==> config.mk <==
export PLATFORM = sky130hd
export DESIGN_NAME = fm_operator_volume_scaler_flat
export DESIGN_NICKNAME = d
export VERILOG_FILES = /design/src/fmovs_pkg.sv /design/src/fmovs_intf.sv /design/src/fmovs_product.sv /design/src/fmovs_curve.sv /design/src/fmovs_scale.sv /design/src/fm_operator_volume_scaler.sv /design/src/flat_wrapper.sv
export SDC_FILE = /design/constraint.sdc
export NUM_CORES = 2
export LEC_CHECK = 0
export BUFFER_PORTS_ARGS = -buffer_cell sky130_fd_sc_hd__buf_2
export CAP_MARGIN = 40
export CORE_MARGIN = 3
export CORE_UTILIZATION = 65
export CTS_CLUSTER_DIAMETER = 30
export CTS_CLUSTER_SIZE = 28
export DETAILED_ROUTE_END_ITERATION = 10
export GPL_TIMING_DRIVEN = 1
export PLACE_DENSITY = 0.89
export SLEW_MARGIN = 20
export SYNTH_ARGS = -nofsm -noshare
export SYNTH_HDL_FRONTEND = slang
export SYNTH_SLANG_ARGS = --single-unit
==> constraint.sdc <==
create_clock -name clock -period 18.1 [get_ports clock]
set_clock_uncertainty 0.2 [all_clocks]
set_input_delay 5.43 -clock clock [delete_from_list [all_inputs] [get_ports clock]]
set_output_delay 5.43 -clock clock [all_outputs]
set_load 0.02 [all_outputs]
==> src/fmovs_pkg.sv <==
// ---------------------------------------------------------------------------
// FM operator volume scaler package
// Widths, word types, register map and the volume curve threshold tables.
// ---------------------------------------------------------------------------
package fmovs_pkg;

   localparam int LevelW    = 7;
   localparam int MaskW     = 4;
   localparam int OpCount   = 4;
   localparam int HalfW     = 2 * LevelW;
   localparam int ProdW     = 4 * LevelW;
   localparam int StepCount = 63;
   localparam int CountW    = 6;
   localparam int LinDivisor = 4096766;

   localparam logic [LevelW-1:0] LevelMax  = 7'd127;
   localparam logic [LevelW-1:0] LinOffset = 7'd64;

   // Register map: one 32-bit register per word address.
   localparam int CsrAddrW = 3;
   localparam int CsrDataW = 32;
   localparam logic RegVolumeModel = 1'b0;

   // Curve select codes.
   localparam logic ModelLog = 1'b0;
   localparam logic ModelLin = 1'b1;

   typedef logic [LevelW-1:0] level_type;
   typedef logic [ProdW-1:0]  prod_type;
   typedef prod_type          step_table_type [StepCount];

   typedef struct packed {
      level_type              velocity;
      level_type              master_level;
      level_type              channel_level;
      level_type              expression_level;
      logic [MaskW-1:0]       scale_mask;
      level_type              op_level_0;
      level_type              op_level_1;
      level_type              op_level_2;
      level_type              op_level_3;
   } req_word_type;

   typedef struct packed {
      level_type              out_level_0;
      level_type              out_level_1;
      level_type              out_level_2;
      level_type              out_level_3;
   } rsp_word_type;

   // Operator fields that ride along with the volume computation.
   typedef struct packed {
      logic [MaskW-1:0]              mask;
      level_type [OpCount-1:0]       levels;
   } op_set_type;

   typedef struct packed {
      prod_type               prod;
      op_set_type             ops;
   } prod_word_type;

   typedef struct packed {
      level_type              vol;
      op_set_type             ops;
   } vol_word_type;

   // Entry k is the smallest product that reaches log step k+1, i.e.
   // ceil(2^((k + 1 + 160.1379199767093) / 8)). The first entry already lies
   // above the logarithmic floor product, so no separate floor test is needed.
   localparam step_table_type LogThreshold = '{
      28'd1157227,   28'd1261965,   28'd1376183,   28'd1500738,   28'd1636566,
      28'd1784688,   28'd1946216,   28'd2122363,   28'd2314454,   28'd2523930,
      28'd2752365,   28'd3001475,   28'd3273132,   28'd3569375,   28'd3892431,
      28'd4244726,   28'd4628907,   28'd5047859,   28'd5504729,   28'd6002950,
      28'd6546263,   28'd7138750,   28'd7784862,   28'd8489452,   28'd9257814,
      28'd10095717,  28'd11009458,  28'd12005899,  28'd13092525,  28'd14277500,
      28'd15569724,  28'd16978904,  28'd18515627,  28'd20191434,  28'd22018915,
      28'd24011797,  28'd26185050,  28'd28554999,  28'd31139448,  28'd33957808,
      28'd37031253,  28'd40382867,  28'd44037829,  28'd48023593,  28'd52370100,
      28'd57109998,  28'd62278895,  28'd67915616,  28'd74062505,  28'd80765734,
      28'd88075658,  28'd96047186,  28'd104740199, 28'd114219996, 28'd124557789,
      28'd135831232, 28'd148125009, 28'd161531468, 28'd176151315, 28'd192094371,
      28'd209480397, 28'd228439992, 28'd249115578
   };

   // Entry k is (k+1) times the linear divisor; counting the entries at or
   // below the product gives the floored quotient.
   function automatic step_table_type lin_table();
      step_table_type t;
      for (int k = 0; k < StepCount; k++) begin
         t[k] = ProdW'((k + 1) * LinDivisor);
      end
      return t;
   endfunction

   localparam step_table_type LinThreshold = lin_table();

endpackage

==> src/fmovs_intf.sv <==
// ---------------------------------------------------------------------------
// FM operator volume scaler channels
// Valid/ready channels for request words and response words.
// ---------------------------------------------------------------------------
interface fmovs_req_intf;
   logic                    valid;
   logic                    ready;
   fmovs_pkg::req_word_type data;

   modport source (output valid, output data, input ready);
   modport sink   (input valid, input data, output ready);
endinterface

interface fmovs_rsp_intf;
   logic                    valid;
   logic                    ready;
   fmovs_pkg::rsp_word_type data;

   modport source (output valid, output data, input ready);
   modport sink   (input valid, input data, output ready);
endinterface

==> src/fmovs_product.sv <==
// ---------------------------------------------------------------------------
// FM operator volume scaler product stages
// Two pipeline stages forming the 28-bit product of the four levels.
// ---------------------------------------------------------------------------
module fmovs_product (
   input  logic                     clock,
   input  logic                     reset,
   input  logic                     in_valid,
   output logic                     in_ready,
   input  fmovs_pkg::req_word_type  in_word,
   output logic                     out_valid,
   input  logic                     out_ready,
   output fmovs_pkg::prod_word_type out_word
);

   logic                                  a_valid_ff, a_valid_in;
   logic [fmovs_pkg::HalfW-1:0]           a_pair0_ff, a_pair1_ff;
   fmovs_pkg::op_set_type                 a_ops_ff;
   logic                                  b_valid_ff, b_valid_in;
   fmovs_pkg::prod_word_type              b_word_ff;
   logic                                  a_ready, b_ready;
   fmovs_pkg::op_set_type                 in_ops;

   assign b_ready  = !b_valid_ff || out_ready;
   assign a_ready  = !a_valid_ff || b_ready;
   assign in_ready = a_ready;

   assign in_ops.mask      = in_word.scale_mask;
   assign in_ops.levels[0] = in_word.op_level_0;
   assign in_ops.levels[1] = in_word.op_level_1;
   assign in_ops.levels[2] = in_word.op_level_2;
   assign in_ops.levels[3] = in_word.op_level_3;

   always_comb begin
      a_valid_in = a_valid_ff;
      if (a_ready) begin
         a_valid_in = in_valid;
      end
      b_valid_in = b_valid_ff;
      if (b_ready) begin
         b_valid_in = a_valid_ff;
      end
   end

   always_ff @(posedge clock) begin
      if (reset) begin
         a_valid_ff <= 1'b0;
         b_valid_ff <= 1'b0;
      end else begin
         a_valid_ff <= a_valid_in;
         b_valid_ff <= b_valid_in;
      end
   end

   always_ff @(posedge clock) begin
      if (a_ready && in_valid) begin
         a_pair0_ff <= fmovs_pkg::HalfW'(in_word.velocity)
                     * fmovs_pkg::HalfW'(in_word.master_level);
         a_pair1_ff <= fmovs_pkg::HalfW'(in_word.channel_level)
                     * fmovs_pkg::HalfW'(in_word.expression_level);
         a_ops_ff   <= in_ops;
      end
      if (b_ready && a_valid_ff) begin
         b_word_ff.prod <= fmovs_pkg::ProdW'(a_pair0_ff) * fmovs_pkg::ProdW'(a_pair1_ff);
         b_word_ff.ops  <= a_ops_ff;
      end
   end

   assign out_valid = b_valid_ff;
   assign out_word  = b_word_ff;

endmodule

==> src/fmovs_curve.sv <==
// ---------------------------------------------------------------------------
// FM operator volume scaler curve stages
// Threshold compare stage and step count stage that map the product to a
// volume of 0..127 on the logarithmic or linear curve.
// ---------------------------------------------------------------------------
module fmovs_curve (
   input  logic                     clock,
   input  logic                     reset,
   input  logic                     volume_model,
   input  logic                     in_valid,
   output logic                     in_ready,
   input  fmovs_pkg::prod_word_type in_word,
   output logic                     out_valid,
   input  logic                     out_ready,
   output fmovs_pkg::vol_word_type  out_word
);

   logic                                  c_valid_ff, c_valid_in;
   logic [fmovs_pkg::StepCount-1:0]       c_steps_ff, c_steps_in;
   logic                                  c_model_ff;
   fmovs_pkg::op_set_type                 c_ops_ff;
   logic                                  d_valid_ff, d_valid_in;
   fmovs_pkg::vol_word_type               d_word_ff;
   logic                                  c_ready, d_ready;
   logic [fmovs_pkg::CountW-1:0]          step_count;
   fmovs_pkg::level_type                  vol;

   assign d_ready  = !d_valid_ff || out_ready;
   assign c_ready  = !c_valid_ff || d_ready;
   assign in_ready = c_ready;

   // One comparator per threshold; the result is a thermometer code.
   always_comb begin
      for (int k = 0; k < fmovs_pkg::StepCount; k++) begin
         if (volume_model == fmovs_pkg::ModelLin) begin
            c_steps_in[k] = in_word.prod >= fmovs_pkg::LinThreshold[k];
         end else begin
            c_steps_in[k] = in_word.prod >= fmovs_pkg::LogThreshold[k];
         end
      end
   end

   always_comb begin
      step_count = '0;
      for (int k = 0; k < fmovs_pkg::StepCount; k++) begin
         step_count = step_count + fmovs_pkg::CountW'(c_steps_ff[k]);
      end
   end

   // Both curves stay within 0..127 by construction: at most 126 on the
   // logarithmic curve and 63 + 64 on the linear one.
   always_comb begin
      if (c_model_ff == fmovs_pkg::ModelLin) begin
         if (step_count == '0) begin
            vol = '0;
         end else begin
            vol = fmovs_pkg::LevelW'(step_count) + fmovs_pkg::LinOffset;
         end
      end else begin
         vol = {step_count, 1'b0};
      end
   end

   always_comb begin
      c_valid_in = c_valid_ff;
      if (c_ready) begin
         c_valid_in = in_valid;
      end
      d_valid_in = d_valid_ff;
      if (d_ready) begin
         d_valid_in = c_valid_ff;
      end
   end

   always_ff @(posedge clock) begin
      if (reset) begin
         c_valid_ff <= 1'b0;
         d_valid_ff <= 1'b0;
      end else begin
         c_valid_ff <= c_valid_in;
         d_valid_ff <= d_valid_in;
      end
   end

   always_ff @(posedge clock) begin
      if (c_ready && in_valid) begin
         c_steps_ff <= c_steps_in;
         c_model_ff <= volume_model;
         c_ops_ff   <= in_word.ops;
      end
      if (d_ready && c_valid_ff) begin
         d_word_ff.vol <= vol;
         d_word_ff.ops <= c_ops_ff;
      end
   end

   assign out_valid = d_valid_ff;
   assign out_word  = d_word_ff;

endmodule

==> src/fmovs_scale.sv <==
// ---------------------------------------------------------------------------
// FM operator volume scaler operator stages
// Multiply stage and divide-by-127 stage that rescale each selected
// operator attenuation; the last stage is the response output register.
// ---------------------------------------------------------------------------
module fmovs_scale (
   input  logic                     clock,
   input  logic                     reset,
   input  logic                     in_valid,
   output logic                     in_ready,
   input  fmovs_pkg::vol_word_type  in_word,
   output logic                     out_valid,
   input  logic                     out_ready,
   output fmovs_pkg::rsp_word_type  out_word
);

   logic                                          e_valid_ff, e_valid_in;
   logic [fmovs_pkg::OpCount-1:0][fmovs_pkg::HalfW-1:0] e_prod_ff;
   fmovs_pkg::op_set_type                         e_ops_ff;
   logic                                          f_valid_ff, f_valid_in;
   fmovs_pkg::level_type [fmovs_pkg::OpCount-1:0] f_level_ff, f_level_in;
   logic                                          e_ready, f_ready;
   logic [fmovs_pkg::OpCount-1:0][fmovs_pkg::HalfW-1:0] e_prod_in;

   assign f_ready  = !f_valid_ff || out_ready;
   assign e_ready  = !e_valid_ff || f_ready;
   assign in_ready = e_ready;

   always_comb begin
      for (int i = 0; i < fmovs_pkg::OpCount; i++) begin
         e_prod_in[i] = fmovs_pkg::HalfW'(in_word.vol)
                      * fmovs_pkg::HalfW'(fmovs_pkg::LevelMax - in_word.ops.levels[i]);
      end
   end

   // Floor division by 127: x / 128 undershoots by less than one, and the
   // remainder (x mod 128) + x / 128 stays below 254, so one compare fixes it.
   always_comb begin
      logic [fmovs_pkg::LevelW-1:0] q0;
      logic [fmovs_pkg::LevelW:0]   rem;
      fmovs_pkg::level_type         quot;
      for (int i = 0; i < fmovs_pkg::OpCount; i++) begin
         q0   = e_prod_ff[i][fmovs_pkg::HalfW-1:fmovs_pkg::LevelW];
         rem  = {1'b0, e_prod_ff[i][fmovs_pkg::LevelW-1:0]} + {1'b0, q0};
         quot = q0;
         if (rem >= {1'b0, fmovs_pkg::LevelMax}) begin
            quot = q0 + 1'b1;
         end
         if (e_ops_ff.mask[i]) begin
            f_level_in[i] = fmovs_pkg::LevelMax - quot;
         end else begin
            f_level_in[i] = e_ops_ff.levels[i];
         end
      end
   end

   always_comb begin
      e_valid_in = e_valid_ff;
      if (e_ready) begin
         e_valid_in = in_valid;
      end
      f_valid_in = f_valid_ff;
      if (f_ready) begin
         f_valid_in = e_valid_ff;
      end
   end

   always_ff @(posedge clock) begin
      if (reset) begin
         e_valid_ff <= 1'b0;
         f_valid_ff <= 1'b0;
      end else begin
         e_valid_ff <= e_valid_in;
         f_valid_ff <= f_valid_in;
      end
   end

   always_ff @(posedge clock) begin
      if (e_ready && in_valid) begin
         e_prod_ff <= e_prod_in;
         e_ops_ff  <= in_word.ops;
      end
      if (f_ready && e_valid_ff) begin
         f_level_ff <= f_level_in;
      end
   end

   assign out_valid            = f_valid_ff;
   assign out_word.out_level_0 = f_level_ff[0];
   assign out_word.out_level_1 = f_level_ff[1];
   assign out_word.out_level_2 = f_level_ff[2];
   assign out_word.out_level_3 = f_level_ff[3];

endmodule

==> src/fm_operator_volume_scaler.sv <==
// ---------------------------------------------------------------------------
// FM operator volume scaler
// Combines four MIDI levels into one volume and rescales the selected
// operator attenuations, in a six-stage valid/ready pipeline.
// ---------------------------------------------------------------------------
// The block accepts one request word per cycle while the output is not stalled
// and returns one response word for each, in order. The depth is set by the
// chain multiply (two stages), the 63-way threshold compare and step count
// that form the volume curve (two stages), and the operator multiply and
// divide by 127 (two stages). Every stage holds its word while the next one
// is full, so backpressure loses nothing.
// The volume_model register at byte address 0 selects the logarithmic (0)
// or linear (1) curve and should only be written while the pipeline is empty.
module fm_operator_volume_scaler (
   input  logic                             clock,
   input  logic                             reset,
   fmovs_req_intf.sink                      req_if,
   fmovs_rsp_intf.source                    rsp_if,
   input  logic                             csr_psel,
   input  logic                             csr_penable,
   input  logic                             csr_pwrite,
   input  logic [fmovs_pkg::CsrAddrW-1:0]   csr_paddr,
   input  logic [fmovs_pkg::CsrDataW-1:0]   csr_pwdata,
   output logic [fmovs_pkg::CsrDataW-1:0]   csr_prdata,
   output logic                             csr_pready
);

   logic                      volume_model_ff, volume_model_in;
   logic                      csr_write;
   logic                      csr_index;
   logic                      prod_valid, prod_ready;
   fmovs_pkg::prod_word_type  prod_word;
   logic                      vol_valid, vol_ready;
   fmovs_pkg::vol_word_type   vol_word;

   assign csr_pready = 1'b1;
   assign csr_write  = csr_psel && csr_penable && csr_pwrite;
   assign csr_index  = csr_paddr[2];

   always_comb begin
      volume_model_in = volume_model_ff;
      if (csr_write && csr_index == fmovs_pkg::RegVolumeModel) begin
         volume_model_in = csr_pwdata[0];
      end
   end

   always_ff @(posedge clock) begin
      if (reset) begin
         volume_model_ff <= fmovs_pkg::ModelLog;
      end else begin
         volume_model_ff <= volume_model_in;
      end
   end

   always_comb begin
      csr_prdata = '0;
      if (csr_index == fmovs_pkg::RegVolumeModel) begin
         csr_prdata[0] = volume_model_ff;
      end
   end

   fmovs_product u_product (
      .clock     (clock),
      .reset     (reset),
      .in_valid  (req_if.valid),
      .in_ready  (req_if.ready),
      .in_word   (req_if.data),
      .out_valid (prod_valid),
      .out_ready (prod_ready),
      .out_word  (prod_word)
   );

   fmovs_curve u_curve (
      .clock        (clock),
      .reset        (reset),
      .volume_model (volume_model_ff),
      .in_valid     (prod_valid),
      .in_ready     (prod_ready),
      .in_word      (prod_word),
      .out_valid    (vol_valid),
      .out_ready    (vol_ready),
      .out_word     (vol_word)
   );

   fmovs_scale u_scale (
      .clock     (clock),
      .reset     (reset),
      .in_valid  (vol_valid),
      .in_ready  (vol_ready),
      .in_word   (vol_word),
      .out_valid (rsp_if.valid),
      .out_ready (rsp_if.ready),
      .out_word  (rsp_if.data)
   );

endmodule

==> src/flat_wrapper.sv <==
// flat-port wrapper written by rule: the top's interface ports become plain ports
module fm_operator_volume_scaler_flat 
  (clock, reset, csr_psel, csr_penable, csr_pwrite, csr_paddr, csr_pwdata, csr_prdata, csr_pready, req_if_valid, req_if_data, req_if_ready, rsp_if_valid, rsp_if_data, rsp_if_ready);
  fmovs_req_intf req_if_i ();
  fmovs_rsp_intf rsp_if_i ();
  input  logic clock;
  input  logic reset;
  input  logic csr_psel;
  input  logic csr_penable;
  input  logic csr_pwrite;
  input  logic [fmovs_pkg::CsrAddrW-1:0] csr_paddr;
  input  logic [fmovs_pkg::CsrDataW-1:0] csr_pwdata;
  output logic [fmovs_pkg::CsrDataW-1:0] csr_prdata;
  output logic csr_pready;
  input wire logic [$bits(req_if_i.valid)-1:0] req_if_valid;
  input wire logic [$bits(req_if_i.data)-1:0] req_if_data;
  output wire logic [$bits(req_if_i.ready)-1:0] req_if_ready;
  output wire logic [$bits(rsp_if_i.valid)-1:0] rsp_if_valid;
  output wire logic [$bits(rsp_if_i.data)-1:0] rsp_if_data;
  input wire logic [$bits(rsp_if_i.ready)-1:0] rsp_if_ready;
  assign req_if_i.valid = req_if_valid;
  assign req_if_i.data = req_if_data;
  assign req_if_ready = req_if_i.ready;
  assign rsp_if_valid = rsp_if_i.valid;
  assign rsp_if_data = rsp_if_i.data;
  assign rsp_if_i.ready = rsp_if_ready;
  fm_operator_volume_scaler u_core (.clock(clock), .reset(reset), .req_if(req_if_i), .rsp_if(rsp_if_i), .csr_psel(csr_psel), .csr_penable(csr_penable), .csr_pwrite(csr_pwrite), .csr_paddr(csr_paddr), .csr_pwdata(csr_pwdata), .csr_prdata(csr_prdata), .csr_pready(csr_pready));
endmodule
==> run metrics, run 1 <==
clock root buffer=sky130_fd_sc_hd__clkbuf_16; maximum buffer depth of the clock tree=3; CTS HTree Levels=3; top-level I/O count=165; initial cell density of the core=66.2%; number of placed instances with taps included=5118; IO buf count=99; Yosys top cell by area=sky130_fd_sc_hd__edfxtp_1; first error in the log=[ERROR GRT-0232] Routing congestion too high. Check the congestion heatmap in the GUI.; post-CTS repair timing setup buffer count=0; sinks on the clock net=between 300 and 400; share of the yosys chip area belonging to registers=between 20% and 30%; Num CTS Buffers=79; HPWL after detailed placement=133000 um; top cell type's share of synthesized area=27.7%; number of distinct library cells after synthesis=91; async set-reset flop share out of synthesis=0%; most area-consuming cells after synthesis=sky130_fd_sc_hd__edfxtp_1 28%, sky130_fd_sc_hd__fa_1 17%, sky130_fd_sc_hd__ha_1 11%; synthesized cell area=40200 um^2; Synth Instances=4356; result of the run=aborted with a tool error; global placement routability congestion=1.34; y dimension of the die=255 um; halt point of the flow=global routing (5_1_grt); FP Rows=90; number of warnings issued by yosys=0; number of enable flip-flop cells after synthesis=~370; pin count of the biggest net entering global routing=61; number of buffers inserted for hold repair after clock tree synthesis=0; leftover overflow at the end of global routing=56; number of resized instances in the post-cts repair step=0; GR Util All Layers=79.6%; Syn Area/Cell=roughly 9.2 um^2; die extent in x=between 200 and 300 um; prevailing post-synth register cell=sky130_fd_sc_hd__edfxtp_1; post-synthesis register bit count=378
[layer usage]
metal	GRT overflow	track usage [%]
met1	1	80.7
met2	6	88.5
met3	26	74.4
met4	18	72.9
met5	5	53.0
[cells in the mapped netlist, types with 11 or more instances]
library cell                count
sky130_fd_sc_hd__or3_1         24
sky130_fd_sc_hd__nand4_1       73
sky130_fd_sc_hd__a31oi_1       70
sky130_fd_sc_hd__buf_4         35
sky130_fd_sc_hd__nor4_1        57
sky130_fd_sc_hd__and2_1       171
sky130_fd_sc_hd__or2_2         28
sky130_fd_sc_hd__o21a_1        26
sky130_fd_sc_hd__xnor2_1       65
sky130_fd_sc_hd__o211ai_1      30
sky130_fd_sc_hd__nor3_1       116
sky130_fd_sc_hd__a21oi_1      214
sky130_fd_sc_hd__a2111oi_0     11
sky130_fd_sc_hd__nand2b_1      78
sky130_fd_sc_hd__a32oi_1       13
sky130_fd_sc_hd__xor2_1        39
sky130_fd_sc_hd__buf_1         15
sky130_fd_sc_hd__inv_1        515
sky130_fd_sc_hd__nor2b_1      220
sky130_fd_sc_hd__a21o_1        39
sky130_fd_sc_hd__a31o_2        12
sky130_fd_sc_hd__buf_2         41
sky130_fd_sc_hd__nand2_1      406
sky130_fd_sc_hd__o41ai_1       13
sky130_fd_sc_hd__clkbuf_1     140
sky130_fd_sc_hd__mux2i_1       11
sky130_fd_sc_hd__o311ai_0      22
sky130_fd_sc_hd__o21ai_0      188
sky130_fd_sc_hd__and3_1        31
sky130_fd_sc_hd__a211o_1       13
sky130_fd_sc_hd__ha_1         340
sky130_fd_sc_hd__fa_1         346
sky130_fd_sc_hd__a211oi_1      28
sky130_fd_sc_hd__nand3_1      105
sky130_fd_sc_hd__mux2_2        17
sky130_fd_sc_hd__a21boi_0      15
sky130_fd_sc_hd__or4_1         12
sky130_fd_sc_hd__edfxtp_1     371
sky130_fd_sc_hd__nor2_1       223
sky130_fd_sc_hd__nand4b_1      13
sky130_fd_sc_hd__o31ai_1       21
[through the flow]
stage	setup WS (ns)	util (%)	hold slack [ns]	cell area, um^2
after CTS	5.51	72.8	0.199	44300
after detailed placement	5.58	68.2	0.205	41500
after global placement	5.71	67.9	0.200	41300
after floorplan	4.42	-	0.200	40300
[cell families after synthesis]
group                    Yosys count  synth area share (%)
other                              2                0.0187
flip-flops                       378                  28.0
XOR/XNOR                         104                  2.26
AO/OA/AOI/OAI                    808                  13.0
adder cells (fa/ha/maj)          686                  27.8
buffers and inverters            750                  7.47
AND/OR/NAND/NOR                 1600                  20.7
multiplexers                      28                 0.750
==> inputs of run 2 (changes only) <==
--- a/config.mk
+++ b/config.mk
@@ -8,12 +8,10 @@
 export BUFFER_PORTS_ARGS = -buffer_cell sky130_fd_sc_hd__buf_2
 export CAP_MARGIN = 40
 export CORE_MARGIN = 3
-export CORE_UTILIZATION = 65
-export CTS_CLUSTER_DIAMETER = 30
-export CTS_CLUSTER_SIZE = 28
+export CORE_UTILIZATION = 40
 export DETAILED_ROUTE_END_ITERATION = 10
 export GPL_TIMING_DRIVEN = 1
-export PLACE_DENSITY = 0.89
+export PLACE_DENSITY_LB_ADDON = 0.15
 export SLEW_MARGIN = 20
 export SYNTH_ARGS = -nofsm -noshare
 export SYNTH_HDL_FRONTEND = slang
==> run metrics, run 2 <==
result of the run=completed; remaining antenna violation count after routing=0; vias in the first global route=34.5k; type of destination of the critical path=primary output; initial antenna violation count=27; length of the first detailed-routing pass in iterations=7; worst min-delay path category=flop to flop; max-cap violations=0; synthesized cell area=40200 um^2; most area-consuming cells after synthesis=sky130_fd_sc_hd__edfxtp_1 28%, sky130_fd_sc_hd__fa_1 17%, sky130_fd_sc_hd__ha_1 11%; FP Rows=115; CTS HTree Levels=2; post-DR wirelength/cell=roughly 31 um; critical path type=input port to primary output; async set-reset flop share out of synthesis=0%; leading cell type by number of instances after synthesis=sky130_fd_sc_hd__inv_1; kind of start point of the critical path=input port; GR Util All Layers=about a third; average vias per placed instance=6.18; vias=approximately 36k; register bank with the most flops=u_core.u_curve.c_steps_ff; number of resized instances in the post-cts repair step=0; Slew HR=25.9%; most common cell after layout, fill and taps aside=sky130_fd_sc_hd__inv_1; number of buffers inserted for hold repair after clock tree synthesis=0; data arrival time of the worst path=6.92 ns; Synth Instances=4356; crit path time final=12.55 ns; HPWL after detailed placement=136000 um; layout overhead on the synthesized area=9.21%; top achievable clock speed=0.0797 GHz; IO buf count=99; crit path max-delay cell type=sky130_fd_sc_hd__and3_1; WL final=between 150000 and 200000 um; max-slew violation total from the final report=0; number of enable flip-flop cells after synthesis=roughly 370; slew at the pin closest to its max-slew limit=roughly 1.1 ns; largest fanout on the critical path=7; leading cell types in the layout, fill and taps excluded=515 x sky130_fd_sc_hd__inv_1, 406 x sky130_fd_sc_hd__nand2_1, 371 x sky130_fd_sc_hd__edfxtp_1; post-synthesis register bit count=378; share of cells above drive strength 1=8.37%; DRC violations left=0; Num CTS Buffers=44; total negative setup slack=0 ns; ordered list of cells on the worst path=buf_2, nor2b_1, and3_1, nand4_1, buf_2; Die Area=104000 um^2; slack of the worst reg-to-reg path=10.90 ns; Syn Area/Cell=9.24 um^2; portion of the clock cycle consumed by the worst path in the final layout=a little over two thirds; Critical Path Most Common Cell=sky130_fd_sc_hd__buf_2; post-CTS repair timing setup buffer count=0; top-level I/O count=165; fillers=9833; Total Nets Final=5209; sinks on the clock net=378; crit path buf inv count=2; total count of hold-check failures in the final report=0; clock root buffer=sky130_fd_sc_hd__clkbuf_16; number of failing setup endpoints in the final timing report=0; die extent in x=323 um; top cell type's share of synthesized area=between 20% and 30%; global placement routability congestion=~1.2; worst skew pair latency=0.62 ns; Worst Hold Slack=0.215 ns; flip-flop count of the largest register after layout=63; pin count of the biggest net entering global routing=54; y dimension of the die=323 um; startpoint of the most critical hold path=u_core.u_curve.c_ops_ff[27]; cell type group with the largest total delay on the critical path=simple AND/OR/NAND/NOR gates; commonest cells in the netlist=515 x sky130_fd_sc_hd__inv_1, 406 x sky130_fd_sc_hd__nand2_1, 371 x sky130_fd_sc_hd__edfxtp_1, 346 x sky130_fd_sc_hd__fa_1, 340 x sky130_fd_sc_hd__ha_1; RSZ-0062 raised after global routing=false; Worst Hold Depth=0; area of the multi-input gates=26100 um^2; capturing point of the worst reg2reg path=u_core.u_product.out_word[59]; Min-Delay Endpoint=u_core.u_curve.out_word[27]; cell count of the worst reg-to-reg path=21; critical path required time=12.47 ns; prevailing post-synth register cell=sky130_fd_sc_hd__edfxtp_1; initial cell density of the core=40.6%; clock tree from TritonCTS=done; global-route wire length before repair=251000 um; number of distinct library cells after synthesis=91; first-iteration detailed-routing DRC count=about 4.4k; largest incremental delay on the critical path=0.51 ns; worst reg2reg startpoint=u_core.u_product.a_pair0_ff[5]; share of the yosys chip area belonging to registers=28.0%; maximum buffer depth of the clock tree=3; footprint of the flip-flops and latches=11300 um^2; Layout Utilization=44.4%; Yosys top cell by area=sky130_fd_sc_hd__edfxtp_1; number of warnings issued by yosys=0; Worst-path clk slew=0.06 ns; leftover overflow at the end of global routing=0; Core Area=99000 um^2
==> run 2: cell counts after synthesis <==
Identical to the previous run, type by type.
==> run 2: cell families (layout without fill, tap and decap cells) <==
group | Yosys count | in the layout | share of synthesized area (%)
xor gates and xnor gates | 104 | 104 | 2.26
buffers and inverters | 750 | 821 | 7.47
AOI/OAI and AO/OA | 808 | 808 | 13.0
and+or+nand+nor | 1600 | 1600 | 20.7
adders and majority gates | 686 | 686 | 27.8
other | 2 | 41 | 0.0187
DFF | 378 | 378 | 28.0
muxes | 28 | 28 | 0.750
==> run 2: through the flow <==
step / cell area [um^2] / setup slack (ns) / std cells
after floorplan: 40300 / 4.42 / 4386
after global placement: 42200 / 5.61 / 5633
after detailed placement: 42400 / 5.56 / 5658
after CTS: 43900 / 5.55 / 5740
after global routing: 43900 / 5.41 / 5746
final: 43900 / 5.55 / 5753
==> run 2: cell type report <==
cell class                      count  share of cell area (%)
Antenna cell                        9                  0.0513
Inverter                          517                    4.42
Timing Repair Buffer              222                    3.26
Clock buffer                       58                    2.69
Tap cell                         1287                    3.67
Sequential cell                   378                    25.7
Clock inverter                     24                   0.729
Multi-Input combinational cell   3258                    59.5
==> run 2: worst max path at each step <==
| stage | start | endpoint | slack [ns] | cells past startpoint |
|---|---|---|---|---|
| after floorplan | rsp_if_ready | u_core.u_curve.c_model_ff | 4.42 | 4 |
| after global placement | rsp_if_ready | req_if_ready | 5.61 | 5 |
| after detailed placement | rsp_if_ready | req_if_ready | 5.56 | 5 |
| after CTS | rsp_if_ready | req_if_ready | 5.55 | 5 |
| after global routing | rsp_if_ready | req_if_ready | 5.41 | 5 |
| final | rsp_if_ready | req_if_ready | 5.55 | 5 |
==> run 2: layer usage <==
layer	routed length, um	track usage, %
met1	73500	45.7
met2	69900	46.1
met3	20900	12.8
met4	11300	17.3
met5	345	0.816
Power of run 2 is left out: the tool's default activity adds up to more than one toggle a clock period on the data nets, which glitch-free logic cannot reach.
